**src/sltn_pkg.sv**
```systemverilog
// Shared constants, codes and types of the sorted line-number table.
package sltn_pkg;

  localparam int MAX_ENTRIES = 512;
  localparam int TAG_W       = 16;
  localparam int IDX_W       = $clog2(MAX_ENTRIES);
  localparam int CNT_W       = $clog2(MAX_ENTRIES + 1);

  // Fixed field widths at the ports.
  localparam int CMD_W  = 3;
  localparam int LN_W   = 16;
  localparam int KEY_W  = 15;
  localparam int PTAG_W = 16;
  localparam int POS_W  = 9;
  localparam int STAT_W = 3;
  localparam int OIDX_W = 9;
  localparam int OCNT_W = 10;

  // The selection reduce runs over groups of cells, then over the groups.
  localparam int GRP_SIZE = 32;
  localparam int NGRP     = (MAX_ENTRIES + GRP_SIZE - 1) / GRP_SIZE;

  localparam logic [CMD_W-1:0] CMD_STORE  = 3'd0;
  localparam logic [CMD_W-1:0] CMD_DELETE = 3'd1;
  localparam logic [CMD_W-1:0] CMD_FIND   = 3'd2;
  localparam logic [CMD_W-1:0] CMD_READ   = 3'd3;
  localparam logic [CMD_W-1:0] CMD_CLEAR  = 3'd4;

  localparam logic [STAT_W-1:0] ST_INSERTED = 3'd0;
  localparam logic [STAT_W-1:0] ST_REPLACED = 3'd1;
  localparam logic [STAT_W-1:0] ST_DONE     = 3'd2;
  localparam logic [STAT_W-1:0] ST_NOTFOUND = 3'd3;
  localparam logic [STAT_W-1:0] ST_FULL     = 3'd4;
  localparam logic [STAT_W-1:0] ST_INVALID  = 3'd5;

  typedef enum logic [1:0] {
    OP_NONE,
    OP_INSERT,
    OP_DELETE,
    OP_REPLACE
  } cell_op_t;

  typedef enum logic [2:0] {
    S_IDLE,
    S_CMP,
    S_SEL,
    S_RED,
    S_UPD
  } state_t;

  // Broadcast from the controller to every cell.
  typedef struct packed {
    logic              cmp_en;
    logic              by_pos;
    logic [KEY_W-1:0]  key;
    logic [TAG_W-1:0]  tag;
    logic [POS_W-1:0]  pos;
    logic [CNT_W-1:0]  count;
    cell_op_t          op;
  } cell_ctl_t;

  // What a selected cell offers to the reduce; all zeros when not selected.
  typedef struct packed {
    logic [IDX_W-1:0] idx;
    logic [KEY_W-1:0] key;
    logic [TAG_W-1:0] tag;
    logic             hit;
  } sel_word_t;

endpackage

```
**src/sltn_group.sv**
```systemverilog
// Registered OR-reduce of the selection words of one group of cells.
module sltn_group import sltn_pkg::*; (
  input  logic                           clk,
  input  sel_word_t [GRP_SIZE-1:0]       words,
  output sel_word_t                      merged
);

  sel_word_t acc;

  // At most one cell in the whole row is selected, so OR acts as a mux.
  always_comb begin
    acc = '0;
    for (int i = 0; i < GRP_SIZE; i++) begin
      acc = sel_word_t'(acc | words[i]);
    end
  end

  always_ff @(posedge clk) begin
    merged <= acc;
  end

endmodule

```
**config.mk**
```make
export PLATFORM = sky130hd
export DESIGN_NAME = sltn_group
export DESIGN_NICKNAME = d
export VERILOG_FILES = /design/src/sltn_pkg.sv /design/src/sltn_group.sv
export SDC_FILE = /design/constraint.sdc
export NUM_CORES = 1
export LEC_CHECK = 0
export BUFFER_PORTS_ARGS = -buffer_cell sky130_fd_sc_hd__buf_4
export CORE_AREA = 5 5 531 533
export DETAILED_ROUTE_END_ITERATION = 6
export DIE_AREA = 0 0 536 538
export GPL_TIMING_DRIVEN = 0
export PLACE_DENSITY = 0.3
export REMOVE_ABC_BUFFERS = 1
export SYNTH_ARGS = -nofsm -noshare
export SYNTH_HDL_FRONTEND = slang
export SYNTH_SLANG_ARGS = --single-unit
```
**constraint.sdc**
```tcl
create_clock -name clk -period 0.8 [get_ports clk]
set_input_delay 0 -clock clk [delete_from_list [all_inputs] [get_ports clk]]
set_output_delay 0 -clock clk [all_outputs]
set_load 0.03 [all_outputs]
```
==> After elaboration in Yosys (flattened, before gate mapping) <==
Index checks and enable logic that the tools add are counted.
{ "classes": {"bitwise_logic": 31} }
{ "ops": {"columns": ["operator", "count"], "rows": [
  ["$or 41x41->41", 31]
]} }
{ "word_totals": {"regBits": 41, "input_bits": 1313} }

==> Logic depth before layout (Yosys ltp) <==
Gate-level depths: netlist of the first run.
{ "logic_depth": {"depth_word": 31, "mapped_depth": 3} }

==> Least setup slack after synthesis of the first run <==
OpenSTA, ideal clock, no wires.
{ "synth_path": {"path_type": "input-to-reg", "startpoint": "input words[1025] in the netlist's numbering", "endpoint": "register merged[0] in the netlist's numbering", "arrival_ps": 561, "setup_slack_ps": 119, "stages": 3, "n_path_buf": 0, "cell_sequence": "nor4_1 > nand4_1 > or2_1"} }
{ "synth_lines": {"columns": ["element", "line_no", "text"], "rows": [
  ["from (decl)", "sltn_group.sv:4", "input sel_word_t [GRP_SIZE-1:0] words,"],
  ["to (signal assigned)", "sltn_group.sv:19", "merged <= acc;"],
  ["to (decl)", "sltn_group.sv:5", "output sel_word_t merged"]
]} }

==> summary.md, run 1 <==
| Metric | Value |
|---|---|
| Result of the run | `finished, violations left` |
| Violations in the final reports | `negative hold slack, negative setup slack` |
| Slew @ Worst Pin | `0.9932 ns` |
| Portion of the post-synthesis area used by sequential elements | `0.2105` |
| Detailed-placement wirelength estimate | `148600 um` |
| Post-synthesis sequential element count | `41` |
| Placed instance area | `approximately 19000 um^2` |
| H-tree depth | `2` |
| Arrival time reported for the critical path endpoint | `about 1.5 ns` |
| Core area | `276000 um^2` |
| Regs by FF count | `merged (41)` |
| Startpoint Class | `primary input` |
| Fin crit period | `1.267 ns` |
| Share of the cycle needed by the critical path after routing | `1.584` |
| Worst slack at placement | `-1.751 ns` |
| Total number of vias | `approximately 12000` |
| CTS Buffer Depth | `2` |
| Type of element capturing the critical path | `register` |
| Antenna violations before repair | `approximately 180` |
| Count of nets after finishing | `around 3200` |
| Final setup violation count | `71` |
| Worst rel slew slack | `0.3324` |
| TritonCTS clock tree | `done` |
| Min setup slack post-route | `-0.4670 ns` |
| Final WL | `between 150000 and 200000 um` |
| Pin count of the biggest net entering global routing | `12` |
| Max Clock Freq | `789.3 MHz` |
| Fraction of layout cells with a size suffix above 1 | `0.8636` |
| IR drop worst, VDD | `0.8622 mV` |
| Clk slew on worst S/H paths | `0.09 ns` |
| Power density of the placed cells | `556.9 nW/um^2` |
| Number of global-route vias before repair | `around 13000` |
| Total GRT Usage | `0.1003` |
| Total overflow reported by the global router | `0` |
| Number of antenna-violating nets in the routed design | `0` |
| Peak fanout along the critical path | `1` |
| Total non-filler cell area in the finished layout | `~22000 um^2` |
| Final Hold Vio Count | `36` |
| Routability cong. | `0.9419` |
| Post-synthesis instance area | `3899 um^2` |
| Height of the chip | `538 um` |
| First-pass DRT Iterations | `5` |
| Worst hold-check path type | `primary input to register` |
| Largest reg by FF count | `merged` |
| Most common cell after layout, fill and taps aside | `sky130_fd_sc_hd__buf_4` |
| Yosys cell types | `5` |
| Fin. max-slew vios | `0` |
| Final Hold Slack | `-0.08672 ns` |
| Average wire per cell in the routed design | `27.29 um` |
| Die Span X | `536 um` |
| Clock buffer count from CTS | `5` |
| Wire length of the first global-routing pass | `176700 um` |
| Mean instance size in the synthesized netlist | `7.924 um^2` |
| Number of vias per cell after detailed routing | `approximately 2.1` |
| Sinks on Clock Net | `41` |
| Unrepaired setup endpoints after global routing | `yes` |
| Area added between synthesis and finish | `457.1%` |
| Number of warning messages in the yosys log | `0` |
| Violation count after the first detailed-routing iteration | `373` |
| IO buf count | `between 1000 and 1500` |
| Commonest cells after routing, fill and taps aside | `1197 x sky130_fd_sc_hd__buf_4, 164 x sky130_fd_sc_hd__buf_6, 132 x sky130_fd_sc_hd__nor4_1` |
| Static Leak | `0.007677 uW` |
| Flip-flop count of the largest register, all copies and words added | `between 40 and 50` |
| Initial cell density of the core | `0.01413` |
| Library cell used as clock root buffer | `sky130_fd_sc_hd__clkbuf_16` |
| Residual DRC count | `0` |
| Crit path required time | `around 1.1 ns` |
| Num ports | `1354` |
| Syn Inst Count | `492` |
| Rows | `193` |
| Maxcap violations | `0` |
| Die area | `288400 um^2` |
| Critical setup path kind | `primary input to register` |
| Total negative slack for setup checks | `-8.987 ns` |
==> final cells by class <==
cell class,instances,area [um^2]
Sequential cell,41,872.1
Multi-Input combinational cell,451,4871
Clock buffer,7,142.6
Tap cell,3705,4636
Antenna cell,46,115.1
Timing Repair Buffer,1378,11080
Fill cell,32533,254300
==> worst max-delay path, cell delays in order <==
cell and delay, ns:
sky130_fd_sc_hd__buf_8 0.11, sky130_fd_sc_hd__nor4_4 0.48, sky130_fd_sc_hd__nand4_1 0.52, sky130_fd_sc_hd__or2_1 0.39
==> metal layers <==
metal,part of all wire,GRT usage,up-vias
met2,0.50,0.1807,1121
met3,0.11,0.04369,333
met5,0.0035,0,-
met4,0.045,0.03764,84
met1,0.35,0.1024,5361
li1,-,-,5121
==> what timing repair did <==
item	in CTS	in global routing
endpoints found under the setup margin	82	81
resized for setup	358	89
pin swaps	130	101
endpoints found under the hold margin	41	36
buffers inserted	0	0
==> report_power, final <==
part | internal [uW] | leakage (uW) | switching, uW
combinational | 4780 | 0.00730 | 2650
sequential | 2040 | 0.000311 | 0.000000845
clock | 1250 | 0.0000703 | 1390
total | 8060 | 0.00768 | 4040
==> cells in the mapped netlist <==
cell type | instances | area share
sky130_fd_sc_hd__nand4_1 | 82 | 0.13
sky130_fd_sc_hd__or2_1 | 41 | 0.066
sky130_fd_sc_hd__nor4_2 | 41 | 0.13
sky130_fd_sc_hd__dfxtp_1 | 41 | 0.21
sky130_fd_sc_hd__nor4_1 | 287 | 0.46
==> path summary, 6_finish.rpt <==
kind                  startpoint                 end  slack [ns]  depth (start not counted)
worst min-delay path  words[962]  merged[19]$_DFF_P_       -0.09                          4
worst max-delay path   words[16]  merged[16]$_DFF_P_       -0.47                          4
==> metrics by stage <==
step / power (uW) / cells / utilization
final: 12100 / 5628 / 0.07869
after global routing: 12910 / 5610 / 0.07853
after CTS: 12500 / 5582 / 0.07648
after detailed placement: 8658 / 5575 / 0.06920
after global placement: 8473 / 5550 / 0.06772
after floorplan: 2413 / 492 / -
==> logic make-up (layout without fill, tap and decap cells) <==
group,count (synthesis),in the layout,synth area share
flops,41,41,0.2105
simple gates,451,451,0.7895
other cells,0,46,0
buf+inv,0,1385,0
No activity file was read; power rests on OpenSTA's default activity.
==> inputs of run 2 (changes only) <==
CELL_PAD_IN_SITES_DETAIL_PLACEMENT = 1   (was not set)
CELL_PAD_IN_SITES_GLOBAL_PLACEMENT = 1   (was not set)
CORE_AREA = 5 5 530 532   (was 5 5 531 533)
DIE_AREA = 0 0 535 537   (was 0 0 536 538)
==> run 2 against run 1 <==
The flow still finishes with violations (negative hold slack, negative setup slack). Sequential power about the same. Final cell count about the same. Utilization about the same. Routed wire length up 0.60%. Clock power down 2%. Critical path depth unchanged. Total power up 1.2%. Die area down 0.37%. Sequential cell count unchanged. First-iteration DRC count up 10%. Via count down 2.2%. Largest cell class unchanged. Highest routed layer unchanged.
==> summary.md, run 2 (same netlist as run 1, synthesis figures left out) <==
| Metric | Value |
|---|---|
| Result of the run | `finished, violations left (unchanged)` |
| Violations in the final reports | `negative hold slack, negative setup slack (unchanged)` |
| Hold Crit Depth | `4 (unchanged)` |
| Rows | `193 (unchanged)` |
| Pin count of the biggest net entering global routing | `14 (was 12)` |
| Chain of cells forming the critical path | `buf_6, nor4_4, nand4_1, or2_1 (was buf_8, nor4_4, nand4_1, or2_1)` |
| CTS Buffer Depth | `2 (unchanged)` |
| Power consumption | `12250 uW (was 12100 uW)` |
| Regs by FF count | `merged (41) (unchanged)` |
| Violation count after the first detailed-routing iteration | `412 (was 373)` |
| Worst slack at placement | `-1.963 ns (was -1.751 ns)` |
| Worst hold-check path type | `primary input to register (unchanged)` |
| Final setup violation count | `63 (was 71)` |
| Number of placed instances, taps included | `5571 (was 5575)` |
| Crit path required time | `1.03 ns (was 1.05 ns)` |
| Unrepaired setup endpoints after global routing | `yes (unchanged)` |
| Routability cong. | `0.9603 (was 0.9419)` |
| Type of element capturing the critical path | `register (unchanged)` |
| Largest reg by FF count | `merged (unchanged)` |
| Residual DRC count | `0 (unchanged)` |
| Peak fanout along the critical path | `1 (unchanged)` |
| Clock buffer count from CTS | `5 (unchanged)` |
| Total non-filler cell area in the finished layout | `21780 um^2 (was 21720 um^2)` |
| Worst rel slew slack | `0.4254 (was 0.3324)` |
| Sinks on Clock Net | `41 (unchanged)` |
| Startpoint Class | `primary input (unchanged)` |
| Total overflow reported by the global router | `0 (unchanged)` |
| Power density of the placed cells | `562.2 nW/um^2 (was 556.9 nW/um^2)` |
| Number of non-filler instances in the completed layout | `5624 (was 5628)` |
| Static Leak | `0.007656 uW (was 0.007677 uW)` |
| Final Hold Slack | `-0.07367 ns (was -0.08672 ns)` |
| Startpoint of the worst setup timing path | `words[282] (was words[16])` |
| Fin crit period | `1.594 ns (was 1.267 ns)` |
| Max Clock Freq | `627.3 MHz (was 789.3 MHz)` |
| Library cell used as clock root buffer | `sky130_fd_sc_hd__clkbuf_16 (unchanged)` |
| Total GRT Usage | `0.1017 (was 0.1003)` |
| Fin. max-slew vios | `0 (unchanged)` |
| Number of antenna-violating nets in the routed design | `0 (unchanged)` |
| IR drop worst, VDD | `0.7780 mV (was 0.8622 mV)` |
| Worst hold path startpoint | `words[975] (was words[962])` |
| Flip-flop count of the largest register, all copies and words added | `41 (unchanged)` |
| Placed instance area | `19080 um^2 (was 19100 um^2)` |
| Die area | `287300 um^2 (was 288400 um^2)` |
| First-pass DRT Iterations | `4 (was 5)` |
| Num ports | `1354 (unchanged)` |
| Maxcap violations | `0 (unchanged)` |
| Die Span X | `535 um (was 536 um)` |
| Detailed-placement wirelength estimate | `150100 um (was 148600 um)` |
| Total number of vias | `11751 (was 12020)` |
| Number of vias per cell after detailed routing | `2.089 (was 2.136)` |
| Commonest cells after routing, fill and taps aside | `1193 x sky130_fd_sc_hd__buf_4, 172 x sky130_fd_sc_hd__buf_6, 131 x sky130_fd_sc_hd__nor4_1 (was 1197 x sky130_fd_sc_hd__buf_4, 164 x sky130_fd_sc_hd__buf_6, 132 x sky130_fd_sc_hd__nor4_1)` |
| Number of global-route vias before repair | `13350 (was 13289)` |
| IO buf count | `1353 (unchanged)` |
| Most common cell after layout, fill and taps aside | `sky130_fd_sc_hd__buf_4 (unchanged)` |
| Critical setup path kind | `primary input to register (unchanged)` |
| Slew @ Worst Pin | `0.8548 ns (was 0.9932 ns)` |
| Height of the chip | `537 um (was 538 um)` |
| Final WL | `154500 um (was 153600 um)` |
| Antenna violations before repair | `157 (was 179)` |
| Initial cell density of the core | `0.01415 (was 0.01413)` |
| Count of buffers added by post-CTS timing repair for setup | `0 (unchanged)` |
| Count of nets after finishing | `3186 (was 3190)` |
| Final Hold Vio Count | `36 (unchanged)` |
| Fraction of layout cells with a size suffix above 1 | `0.8639 (was 0.8636)` |
| Average wire per cell in the routed design | `27.47 um (was 27.29 um)` |
| Critical-path cell with the highest stage delay | `sky130_fd_sc_hd__nand4_1 (unchanged)` |
| Arrival time reported for the critical path endpoint | `1.82 ns (was 1.52 ns)` |
| Min setup slack post-route | `-0.7943 ns (was -0.4670 ns)` |
| H-tree depth | `2 (unchanged)` |
| TritonCTS clock tree | `done (unchanged)` |
| Share of the cycle needed by the critical path after routing | `1.993 (was 1.584)` |
| CP peak stage delay | `0.72 ns (was 0.52 ns)` |
| Clk slew on worst S/H paths | `0.10 ns (was 0.09 ns)` |
| Wire length of the first global-routing pass | `179200 um (was 176700 um)` |
| Core area | `275500 um^2 (was 276000 um^2)` |
| Area added between synthesis and finish | `458.7% (was 457.1%)` |
-- run 2: changes by cell type in the layout (fill, tap and decap cells not counted), moves of 2 or more --
cell                         before   now
sky130_fd_sc_hd__buf_2            2     0
sky130_fd_sc_hd__buf_8           12     8
sky130_fd_sc_hd__buf_4         1197  1193
sky130_fd_sc_hd__clkinvlp_4       0     2
sky130_fd_sc_hd__nor4_2         102    91
sky130_fd_sc_hd__buf_6          164   172
sky130_fd_sc_hd__buf_12           3     1
sky130_fd_sc_hd__nor4_4          94   106
-- run 2: cell type report --
class,count,area [um^2]
tap,3705,4636
clock inverter,2,15.01
clock buffer,6,128.9
multi-input combinational,451,4985
fill,32828,253800
antenna,45,112.6
sequential,41,870.8
timing repair buffer,1374,11030
-- run 2: per-stage QoR --
stage / utilization / setup TNS [ns]
6_report: 0.07905 / -9.699
5_1_grt: 0.07875 / -13.36
4_1_cts: 0.07741 / -13.73
3_5_place_dp: 0.06926 / -43.39
3_3_place_gp: 0.06784 / -59.63
2_1_floorplan: - / 0
-- run 2: path summary, 6_finish.rpt --
check	end	slack (ns)
worst max-delay path	merged[36]$_DFF_P_	-0.79
worst min-delay path	merged[32]$_DFF_P_	-0.07
-- run 2: critical path: cells and delay by family --
kind	cells	cell delay (ns)
buffers and inverters	1	0.09
and+or+nand+nor	3	1.70
-- run 2: repair_timing --
action / in CTS / in global routing
pin swaps: 142 / 104
hold endpoints to repair: 40 / 36
setup endpoints to repair: 82 / 81
gates resized for setup: 394 / 60
-- run 2: where the power goes --
group	internal, uW	leakage [uW]	switching [uW]
Sequential	2040	0.000312	0.000000785
Clock	1180	0.0000634	1410
Combinational	4790	0.00728	2830
Total	8000	0.00766	4240
-- run 2: layer usage --
layer  track usage  wire length (um)  vias to the layer above
met5             0               649                        -
met4       0.02373              4837                       96
met3       0.05053             18460                      260
met2        0.1856             77230                     1067
met1        0.1036             53330                     5206
li1              -                 -                     5122
