File: src/sltn_pkg.sv
// Shared constants, codes and types of the sorted line-number table.
package sltn_pkg;

  localparam int MAX_ENTRIES = 512;
  localparam int TAG_W       = 16;
  localparam int IDX_W       = $clog2(MAX_ENTRIES);
  localparam int CNT_W       = $clog2(MAX_ENTRIES + 1);

  // Fixed field widths at the ports.
  localparam int CMD_W  = 3;
  localparam int LN_W   = 16;
  localparam int KEY_W  = 15;
  localparam int PTAG_W = 16;
  localparam int POS_W  = 9;
  localparam int STAT_W = 3;
  localparam int OIDX_W = 9;
  localparam int OCNT_W = 10;

  // The selection reduce runs over groups of cells, then over the groups.
  localparam int GRP_SIZE = 32;
  localparam int NGRP     = (MAX_ENTRIES + GRP_SIZE - 1) / GRP_SIZE;

  localparam logic [CMD_W-1:0] CMD_STORE  = 3'd0;
  localparam logic [CMD_W-1:0] CMD_DELETE = 3'd1;
  localparam logic [CMD_W-1:0] CMD_FIND   = 3'd2;
  localparam logic [CMD_W-1:0] CMD_READ   = 3'd3;
  localparam logic [CMD_W-1:0] CMD_CLEAR  = 3'd4;

  localparam logic [STAT_W-1:0] ST_INSERTED = 3'd0;
  localparam logic [STAT_W-1:0] ST_REPLACED = 3'd1;
  localparam logic [STAT_W-1:0] ST_DONE     = 3'd2;
  localparam logic [STAT_W-1:0] ST_NOTFOUND = 3'd3;
  localparam logic [STAT_W-1:0] ST_FULL     = 3'd4;
  localparam logic [STAT_W-1:0] ST_INVALID  = 3'd5;

  typedef enum logic [1:0] {
    OP_NONE,
    OP_INSERT,
    OP_DELETE,
    OP_REPLACE
  } cell_op_t;

  typedef enum logic [2:0] {
    S_IDLE,
    S_CMP,
    S_SEL,
    S_RED,
    S_UPD
  } state_t;

  // Broadcast from the controller to every cell.
  typedef struct packed {
    logic              cmp_en;
    logic              by_pos;
    logic [KEY_W-1:0]  key;
    logic [TAG_W-1:0]  tag;
    logic [POS_W-1:0]  pos;
    logic [CNT_W-1:0]  count;
    cell_op_t          op;
  } cell_ctl_t;

  // What a selected cell offers to the reduce; all zeros when not selected.
  typedef struct packed {
    logic [IDX_W-1:0] idx;
    logic [KEY_W-1:0] key;
    logic [TAG_W-1:0] tag;
    logic             hit;
  } sel_word_t;

endpackage

File: src/sltn_cell.sv
// One table slot: holds a key and tag, compares, and shifts with its neighbors.
module sltn_cell import sltn_pkg::*; (
  input  logic              clk,
  input  logic              rst,
  input  logic [IDX_W-1:0]  index,
  input  cell_ctl_t         ctl,
  input  logic              prev_ge,
  input  logic [KEY_W-1:0]  prev_key,
  input  logic [TAG_W-1:0]  prev_tag,
  input  logic [KEY_W-1:0]  next_key,
  input  logic [TAG_W-1:0]  next_tag,
  output logic              ge,
  output logic [KEY_W-1:0]  key,
  output logic [TAG_W-1:0]  tag,
  output sel_word_t         sel_word
);

  logic eq;
  logic at_pos;
  logic occ;
  logic first;
  logic sel;

  assign occ = {{(CNT_W - IDX_W){1'b0}}, index} < ctl.count;

  // The table is sorted, so ge is a thermometer: the first set cell is the
  // match or the insertion point.
  assign first = ge & ~prev_ge;
  assign sel   = ctl.by_pos ? at_pos : first;

  always_comb begin
    sel_word.idx = sel ? index : '0;
    sel_word.key = sel ? key : '0;
    sel_word.tag = sel ? tag : '0;
    sel_word.hit = sel & eq;
  end

  always_ff @(posedge clk) begin
    if (rst) begin
      ge     <= 1'b0;
      eq     <= 1'b0;
      at_pos <= 1'b0;
    end else if (ctl.cmp_en) begin
      ge     <= ~occ | (key >= ctl.key);
      eq     <= occ & (key == ctl.key);
      at_pos <= occ & ({{(POS_W - IDX_W){1'b0}}, index} == ctl.pos);
    end
  end

  always_ff @(posedge clk) begin
    case (ctl.op)
      OP_INSERT: begin
        if (ge) begin
          key <= first ? ctl.key : prev_key;
          tag <= first ? ctl.tag : prev_tag;
        end
      end
      OP_DELETE: begin
        if (ge) begin
          key <= next_key;
          tag <= next_tag;
        end
      end
      OP_REPLACE: begin
        if (first) begin
          tag <= ctl.tag;
        end
      end
      default: begin
      end
    endcase
  end

endmodule

File: config.mk
export PLATFORM = sky130hd
export DESIGN_NAME = sltn_cell
export DESIGN_NICKNAME = d
export VERILOG_FILES = /design/src/sltn_pkg.sv /design/src/sltn_cell.sv
export SDC_FILE = /design/constraint.sdc
export NUM_CORES = 1
export LEC_CHECK = 0
export BUFFER_PORTS_ARGS = -buffer_cell sky130_fd_sc_hd__buf_4
export CAP_MARGIN = 10
export CORE_MARGIN = 2
export CORE_UTILIZATION = 42
export CTS_CLUSTER_SIZE = 10
export DETAILED_ROUTE_END_ITERATION = 10
export PLACE_DENSITY = 0.88
export SLEW_MARGIN = 15
export SYNTH_ARGS = -nofsm -noshare
export SYNTH_HDL_FRONTEND = slang
export SYNTH_SLANG_ARGS = --single-unit
File: constraint.sdc
create_clock -name clk -period 3.6 [get_ports clk]
set_clock_uncertainty 0.1 [all_clocks]
set_input_delay 0.54 -clock clk [delete_from_list [all_inputs] [get_ports clk]]
set_output_delay 0.54 -clock clk [all_outputs]
set_load 0.01 [all_outputs]
Yosys cells after proc, flatten, opt, wreduce, memory -nomap -nowiden
Cells that the tools add are included.
Widths: inputs -> output; s select.
Cells by class
  bitwise logic cells: 7
  mux-type cells: 13
  order comparisons: 2
  reductions and logical operators: 4
  equal/unequal tests: 8
Operator list (count)
  $mux 16: 5
  $mux 15: 4
  $pmux 16 s3: 1
  $pmux 15 s2: 1
  $eq 15x15->1: 1
  $ge 15x15->1: 1
  $lt 9x10->1: 1
  $eq 9x9->1: 1
  $mux 9: 1
  $ne 2x2->1 const B: 3
  $and 1x1->1: 4
  $eq 2x2->1 const B: 2
  $reduce_and 4->1: 1
  $reduce_and 3->1: 1
  $reduce_bool 3->1: 1
  $eq 2x1->1 const B: 1
  $not 1->1: 2
  $reduce_bool 2->1: 1
  $mux 1: 1
  $or 1x1->1: 1
Word-level totals
  register bits after elaboration: 34
  output and inout bits: 73
  input bits: 128
  word-level logic and storage cells: 39

Depth between registers and ports, before layout
Gate-level depths: netlist (run 1).
  depth after elaboration: 5
  mapped depth: 7
  mapped depth without buffers: 7

Least setup slack after synthesis (run 1)
No wires, ideal clock.
  path kind: input -> register
  start: in ctl[0] (netlist bit)
  end: reg tag[0] (enable)
  stages: 4
  library setup time: 436 ps
  data required time: 3064 ps
  path buffers: 1
  setup slack: 309 ps
  arrival: 2756 ps
  cell sequence: inv_1 > ha_1 > clkbuf_1 > o41ai_1
On the way
  cells in the longest elaborated chain, start to end: 3
  elaborated cells between the ends (all ways): 8
  those cells by class: 6 x eq/ne; 2 x reduce/logical
RTL lines
  start, declared: RTL line sltn_cell.sv:6  | input cell_ctl_t ctl,
  $eq 2x2->1 / $eq 2x1->1 (equally long branches): RTL line sltn_cell.sv:51  | case (ctl.op)
  $ne 2x2->1 (no source line) / $reduce_bool 3->1 (equally long branches)
  $reduce_and 4->1 (no source line) (*)
  end signal, assigned: RTL line sltn_cell.sv:55  | tag <= first ? ctl.tag : prev_tag;
  end signal, assigned: RTL line sltn_cell.sv:61  | tag <= next_tag;
  end signal, assigned: RTL line sltn_cell.sv:66  | tag <= ctl.tag;
  end, declared: RTL line sltn_cell.sv:14  | output logic [TAG_W-1:0] tag,
Every way passes the cells marked *; elsewhere a longest branch is shown, timed or not.
A chain may end at the register's enable or synchronous reset.

==> impl_metrics.ini, run 1 <==
[logic_synthesis]
synth-seq-cells = 34
synthCells = 301
synth.avg_cell_area_sq_um = 9.27
synth_top_family_by_area = compound AO/OA/AOI/OAI gates
syn_nets = 455
ys_seq_area_frac = 0.355
ys.flop_type = edfxtp_1
synth_mux_area_frac = 0.0610
synth_xor_area_frac = 0.0404
syn_area_sq_um = 2790
synthAdderAreaFrac = 0.117
synth-simple-area-share = 0.161
synth_edf_count = 31
synth_compound_area_frac = 0.204
ys_types = 34
async_flop_share = 0
yosysWarnings = 0

[final_layout]
utilization = 0.700
nNetsFinal = 650
multi_input_area_sq_um = 1660
drive_gt1_frac = 0.446
final_cell_mix = buf_4, nor2b_1, a22oi_1, o21ai_1, edfxtp_1
postLayoutCellArea_sq_um = 4470
antenna_cells = 0
nFillCells = 480
final_common_cell = buf_4
register_area_sq_um = 991
areaGrowthSynthToFinish_pct = 60.3

[global_routing]
gr-total-overflow = 0
grt_util_all_layers = 0.241
grt_pass1_wl_um = 14000
antenna_found_initial = 0
grt_pass1_vias = 3017
grt_max_degree = 63

[sta]
slew_headroom = 0.485
final-hold-violation-count = 0
fmax_mhz = 391
rsz0062_at_grt = false
worst_pin_slew_ns = 0.773
tns_ns = 0
fin_crit_ns = 2.56
fin_crit_sh = 0.710
layout_setup_ws_ns = 1.04
setup_violations = 0
maxSlewViolCount = 0

[floorplanning]
die_area_sq_um = 7310
die_w_um = 85.5
core_region_area_sq_um = 6390
num_rows = 29
die_h_um = 85.5
start_util = 0.437
io_pins = 201

[hold_path]
hp-start = rst
holdPathEnd = at_pos$_SDFFE_PP0P_
hold_depth = 2
hold_class = input port to flip-flop

[placement]
placed_area_sq_um = 4390
port_buffers = 200
place_hpwl_um = 7250
place_ws_ns = 1.12
gp_congestion = 0.802

[route]
viasPerCell = 5.28
routed_wl_um = 9030
drtIter0Drc = 125
dr.pass1.iters = 4
antenna_left = 0
vias = 3025
avgRoutedWirePerCell_um = 15.8
drc = 0

[power_and_ir_drop]
max-vdd-ir-drop_mv = 0.150
finalPower_mw = 1.15
pwr-share-clk = 0.237
p_leak_nw = 2.09
switchingPower_uw = 330
pwr-share-seq = 0.425
switching_share = 0.287
power_density_nw_per_um2 = 258
p_comb_frac = 0.338
p_int_uw = 821

[cts]
clk_pin_slew_worst_paths_ns = 0.07
clock-sinks = 34
cts.repair.resized = 0
htreeDepth = 2
clkLatencyLatePin_ns = 0.28
cts_tree = done
cts_setup_buffers = 0
clock_path_buffers = 2
root_buffer = clkbuf_8
hold_buffers = 0
cts_buffers = 5

[worst_setup_path]
slowest_stage = mux2i_4
r2r_setup_slack_ns = 1.47
cp.arrival_ns = 1.92
path_buf_inv = 2
start_kind = flip-flop
critPathTopFamily = buffers and inverters
critPathCaptureType = output port
worstPathRequired_ns = 2.96
r2r-start = ge$_SDFFE_PP0P_
crit_top_cell = buf_4
critical-path-max-stage-delay_ns = 0.52
timing.rr.end = tag[8]$_DFFE_PP_
r2r_cells = 6
cp_max_fo = 21
crit_type = flip-flop to output port
worstPathCellList = nor2b_4 > mux2i_4 > buf_4 > nor2b_1 > buf_4

[run]
cap_violations = 0

[run_status]
run_status = finished clean
## sequential cells by signal, indices dropped and copies added (netlist names)
signal	count
at_pos	1
eq	1
ge	1
key	15
tag	16
## cell families after synthesis
group / count (synthesis)
compound gates: 89
simple gates: 81
buf+inv: 45
flops: 34
fa+ha+maj: 26
mux: 17
xor+xnor: 9
## synth_stat cells, types with 4 or more instances
cell type	count	area [sq um]
a21oi_1	10	50.1
a22oi_1	32	240
clkbuf_1	15	56.3
edfxtp_1	31	931
ha_1	26	325
inv_1	27	101
mux2i_1	17	170
nand2_1	20	75.1
nand4_1	5	31.3
nor2_1	4	15.0
nor2b_1	41	257
o21ai_1	31	155
xnor2_1	5	43.8
## worst max path at each step
stage                               start          endpoint  slack (ns)  cells past startpoint
after floorplan                    ctl[0]  tag[0]$_DFFE_PP_        0.31                      4
after global placement            ctl[52]       sel_word[5]        1.15                      5
after detailed placement          ctl[52]       sel_word[7]        1.12                      5
after CTS                 ge$_SDFFE_PP0P_       sel_word[7]        1.03                      5
after global routing      ge$_SDFFE_PP0P_      sel_word[11]        0.90                      5
final                     ge$_SDFFE_PP0P_      sel_word[11]        1.04                      5
## layout make-up
class | instances | share of cell area
clock buffer | 6 | 0.0162
clock inverter | 1 | 0.00168
inverter | 27 | 0.0227
multi-input combinational | 222 | 0.370
sequential | 34 | 0.222
tap | 77 | 0.0216
timing repair buffer | 206 | 0.346
## metal layers
layer,track usage,part of all wire,up-vias
li1,-,-,1475
met2,0.444,0.54,144
met3,0.0549,0.081,12
met1,0.280,0.37,1394
met4,0.0620,0.015,0
met5,0,0,-
## through the flow
step,hold slack [ns],std cells
6_report,0.335,573
2_1_floorplan,0.334,301
3_3_place_gp,0.348,566
5_1_grt,0.316,573
3_5_place_dp,0.352,566
4_1_cts,0.321,573
## power groups by stage
stage | logic (mW) | registers [mW] | clock network (mW)
2_1_floorplan | 0.159 | 0.508 | 0
3_3_place_gp | 0.377 | 0.497 | 0
3_5_place_dp | 0.390 | 0.498 | 0
4_1_cts | 0.391 | 0.489 | 0.284
5_1_grt | 0.426 | 0.493 | 0.292
6_report | 0.389 | 0.489 | 0.273
Note: power is estimated with default switching activity, not from simulation.
==> run 2: changes to the inputs <==
==> constraint.sdc (replaced) <==
create_clock -name clk -period 2.5 [get_ports clk]
set_clock_uncertainty 0.1 [all_clocks]
set_input_delay 0.375 -clock clk [delete_from_list [all_inputs] [get_ports clk]]
set_output_delay 0.375 -clock clk [all_outputs]
set_load 0.01 [all_outputs]
==> impl_metrics.ini, run 2 (synthesis results as in run 1) <==
[final_layout]
top_register = tag
largestRegisters = tag (16), key (15)
largest_reg_flops = 16
final_common_cell = buf_4
areaGrowthSynthToFinish_pct = 61.6
nFillCells = 513
drive_gt1_frac = 0.446
final_cell_mix = buf_4, nor2b_1, a22oi_1, o21ai_1, edfxtp_1
utilization = 0.706
nNetsFinal = 651
antenna_cells = 0

[route]
drtIter0Drc = 102
routed_wl_um = 9230
avgRoutedWirePerCell_um = 16.1
drc = 0
dr.pass1.iters = 4
viasPerCell = 5.28
vias = 3037
antenna_left = 0

[placement]
place_hpwl_um = 7320
gp_congestion = 0.814
port_buffers = 200

[global_routing]
grt_pass1_vias = 3128
grt_max_degree = 33
grt_pass1_wl_um = 14400
gr-total-overflow = 0
grt_util_all_layers = 0.248
antenna_found_initial = 0

[power_and_ir_drop]
max-vdd-ir-drop_mv = 0.261
finalPower_mw = 1.67
p_leak_nw = 2.10
power_density_nw_per_um2 = 370

[floorplanning]
io_pins = 201
num_rows = 29
die_h_um = 85.5
die_w_um = 85.5
core_region_area_sq_um = 6390
start_util = 0.437
die_area_sq_um = 7310

[worst_setup_path]
crit_type = flip-flop to flip-flop
critPathCaptureType = flip-flop
start_kind = flip-flop
cp_max_fo = 32
cp.arrival_ns = 2.26
r2r_setup_slack_ns = 0.26
worstPathRequired_ns = 2.52

[cts]
cts_setup_buffers = 0
cts_buffers = 5
clkLatencyLatePin_ns = 0.28
clk_pin_slew_worst_paths_ns = 0.07
cts_tree = done
clock_path_buffers = 2
clock-sinks = 34
cts.repair.resized = 1
root_buffer = clkbuf_8
htreeDepth = 2
hold_buffers = 0

[sta]
hold-worst-slack_ns = 0.162
slew_headroom = 0.308
fin_crit_ns = 2.24
final-hold-violation-count = 0
maxSlewViolCount = 0
fmax_mhz = 446
tns_ns = 0
worst_pin_slew_ns = 1.03
fin_crit_sh = 0.897
rsz0062_at_grt = false
setup_violations = 0

[run]
cap_violations = 0

[run_status]
run_status = finished clean

[hold_path]
hold_class = input port to flip-flop
-- run 2: cell types whose count changed in the layout (fill, tap and decap cells not counted), sizes merged --
cell      before  now
clkinv         0    2
mux2i         17   18
clkinvlp       1    0
-- run 2: metrics by stage --
stage / instances / setup slack, ns / instance area, sq um
6_report: 575 / 0.258 / 4510
4_1_cts: 575 / 0.264 / 4510
2_1_floorplan: 301 / 0.126 / 2800
3_5_place_dp: 566 / 0.192 / 4400
5_1_grt: 575 / 0.0826 / 4510
3_3_place_gp: 566 / 0.201 / 4400
-- run 2: final timing paths --
| check | from | to | cells past startpoint |
|---|---|---|---|
| max | ge$_SDFFE_PP0P_ | tag[9]$_DFFE_PP_ | 5 |
| max reg2reg | ge$_SDFFE_PP0P_ | tag[9]$_DFFE_PP_ | 5 |
| min | rst | at_pos$_SDFFE_PP0P_ | 2 |
| min reg2reg | eq$_SDFFE_PP0P_ | eq$_SDFFE_PP0P_ | 2 |
-- run 2: power by group --
group,switching [mW],internal [mW]
combinational,0.252,0.315
sequential,0.0259,0.680
clock,0.202,0.192
-- run 2: routing by layer --
metal  up-vias  part of all wire  track usage
li1       1480                 -            -
met1      1408              0.37        0.273
met2       137              0.54        0.471
met3        12             0.077       0.0558
met4         0             0.013       0.0765
met5         -                 0            0
-- run 2: critical path, cell delays in order (launching register included) --
cell and delay [ns]:
dfxtp_1 0.35, nor2b_4 0.16, buf_4 0.27, nor2_1 0.83, a22oi_1 0.15, o21ai_1 0.21
-- run 2: cell type report --
cell class,count,area [sq um],share of cell area
tap,77,96.3,0.0214
sequential,34,991,0.220
multi-input combinational,223,1690,0.375
timing repair buffer,206,1550,0.343
clock buffer,6,72.6,0.0161
clock inverter,2,8.76,0.00194
inverter,27,101,0.0225
==> run 3: changes to the inputs <==
--- a/config.mk
+++ b/config.mk
@@ -7,11 +7,10 @@
 export LEC_CHECK = 0
 export BUFFER_PORTS_ARGS = -buffer_cell sky130_fd_sc_hd__buf_4
 export CAP_MARGIN = 10
-export CORE_MARGIN = 2
-export CORE_UTILIZATION = 42
+export CORE_UTILIZATION = 45
 export CTS_CLUSTER_SIZE = 10
 export DETAILED_ROUTE_END_ITERATION = 10
-export PLACE_DENSITY = 0.88
+export PLACE_DENSITY = 0.93
 export SLEW_MARGIN = 15
 export SYNTH_ARGS = -nofsm -noshare
 export SYNTH_HDL_FRONTEND = slang
==> constraint.sdc (replaced) <==
create_clock -name clk -period 2.9 [get_ports clk]
set_clock_uncertainty 0.1 [all_clocks]
set_input_delay 0.435 -clock clk [delete_from_list [all_inputs] [get_ports clk]]
set_output_delay 0.435 -clock clk [all_outputs]
set_load 0.01 [all_outputs]
==> impl_metrics.ini, run 3 (synthesis results as in run 1) <==
[worst_setup_path]
cp_max_fo = 17
critical-path-max-stage-delay_ns = 0.84
slowest_stage = nor2_1
r2r_cells = 5
cp.arrival_ns = 2.22
crit_type = flip-flop to flip-flop
worstPathRequired_ns = 2.93
critPathCaptureType = flip-flop
timing.rr.end = tag[7]$_DFFE_PP_
r2r-start = ge$_SDFFE_PP0P_
start_kind = flip-flop
worstPathCellList = nor2b_4 > buf_4 > nor2_1 > a22oi_1 > o21ai_1
r2r_setup_slack_ns = 0.71

[sta]
tns_ns = 0
slew_headroom = 0.265
layout_setup_ws_ns = 0.707
worst_pin_slew_ns = 1.10
final-hold-violation-count = 0
rsz0062_at_grt = false
fin_crit_sh = 0.756
fmax_mhz = 456
hold-worst-slack_ns = 0.227
fin_crit_ns = 2.19
maxSlewViolCount = 0
setup_violations = 0

[cts]
htreeDepth = 2
clock_path_buffers = 2
cts_buffers = 5
hold_buffers = 0
clock-sinks = 34
cts.repair.resized = 0
root_buffer = clkbuf_8
cts_tree = done
cts_setup_buffers = 0
clk_pin_slew_worst_paths_ns = 0.07
clkLatencyLatePin_ns = 0.28

[placement]
gp_congestion = 0.751
port_buffers = 200
dpl.cell_count = 565
place_hpwl_um = 7260
place_ws_ns = 0.549

[route]
viasPerCell = 5.25
dr.pass1.iters = 4
vias = 3009
antenna_left = 0
avgRoutedWirePerCell_um = 15.6
drc = 0
drtIter0Drc = 96
routed_wl_um = 8940

[final_layout]
antenna_cells = 0
largest_reg_flops = 16
nFillCells = 422
final_cell_mix = buf_4, nor2b_1, a22oi_1, o21ai_1, edfxtp_1
nNetsFinal = 651
drive_gt1_frac = 0.446
final_common_cell = buf_4
stdcell_count = 573
top_register = tag
largestRegisters = tag (16), key (15)
areaGrowthSynthToFinish_pct = 61.4

[run]
cap_violations = 0

[floorplanning]
start_util = 0.468
io_pins = 201
die_area_sq_um = 6520
die_h_um = 80.7
die_w_um = 80.7
core_region_area_sq_um = 5960
num_rows = 28

[power_and_ir_drop]
p_leak_nw = 2.11
power_density_nw_per_um2 = 319
finalPower_mw = 1.43
max-vdd-ir-drop_mv = 0.245

[global_routing]
gr-total-overflow = 0
grt_pass1_wl_um = 13300
grt_max_degree = 35
grt_util_all_layers = 0.267
antenna_found_initial = 0
grt_pass1_vias = 2926

[hold_path]
hold_class = input port to flip-flop
hp-start = rst
holdPathEnd = at_pos$_SDFFE_PP0P_
hold_depth = 2

[run_status]
run_status = finished clean
[run 3: cell count changes in the layout (fill, tap and decap cells not counted)]
cell,previous run,this run
mux2i_4,2,1
buf_12,0,1
[run 3: layout make-up]
type                            instances  area (sq um)  area share
Multi-Input combinational cell        222          1670       0.370
Timing Repair Buffer                  207          1570       0.348
Sequential cell                        34           991       0.220
Inverter                               27           101      0.0225
Tap cell                               75          93.8      0.0209
Clock buffer                            6          72.6      0.0161
Clock inverter                          2          8.76     0.00195
[run 3: worst max-delay path by stage]
stage / from / to / cells after the start
6_report: ge$_SDFFE_PP0P_ / tag[7]$_DFFE_PP_ / 5
5_1_grt: ge$_SDFFE_PP0P_ / tag[3]$_DFFE_PP_ / 5
2_1_floorplan: ctl[0] / tag[0]$_DFFE_PP_ / 4
3_5_place_dp: ctl[0] / tag[0]$_DFFE_PP_ / 5
3_3_place_gp: ctl[0] / tag[12]$_DFFE_PP_ / 5
4_1_cts: ge$_SDFFE_PP0P_ / tag[0]$_DFFE_PP_ / 5
[run 3: metal layers]
| layer | vias to the layer above | track usage | wire [um] |
|---|---|---|---|
| met3 | 8 | 0.0614 | 681 |
| met1 | 1388 | 0.296 | 3360 |
| met5 | - | 0 | 0 |
| met4 | 0 | 0.0786 | 99 |
| met2 | 135 | 0.501 | 4800 |
| li1 | 1478 | - | - |
[run 3: where the power goes]
part | leakage (nW) | switching, mW | internal (mW)
Combinational | 1.75 | 0.219 | 0.272
Sequential | 0.315 | 0.0219 | 0.587
Clock | 0.0426 | 0.170 | 0.165
Total | 2.11 | 0.411 | 1.02
[run 3: stage by stage]
step	instance area (sq um)	utilization
finish	4500	0.756
floorplan	2800	-
global route	4500	0.756
detailed placement	4420	0.742
global placement	4420	0.742
CTS	4500	0.756
[run 3: critical path: cells and delay by family (launching register included)]
kind | cells | cell delay (ns)
AOI/OAI and AO/OA | 2 | 0.37
buffers and inverters | 1 | 0.20
DFF | 1 | 0.36
and+or+nand+nor | 2 | 1.00
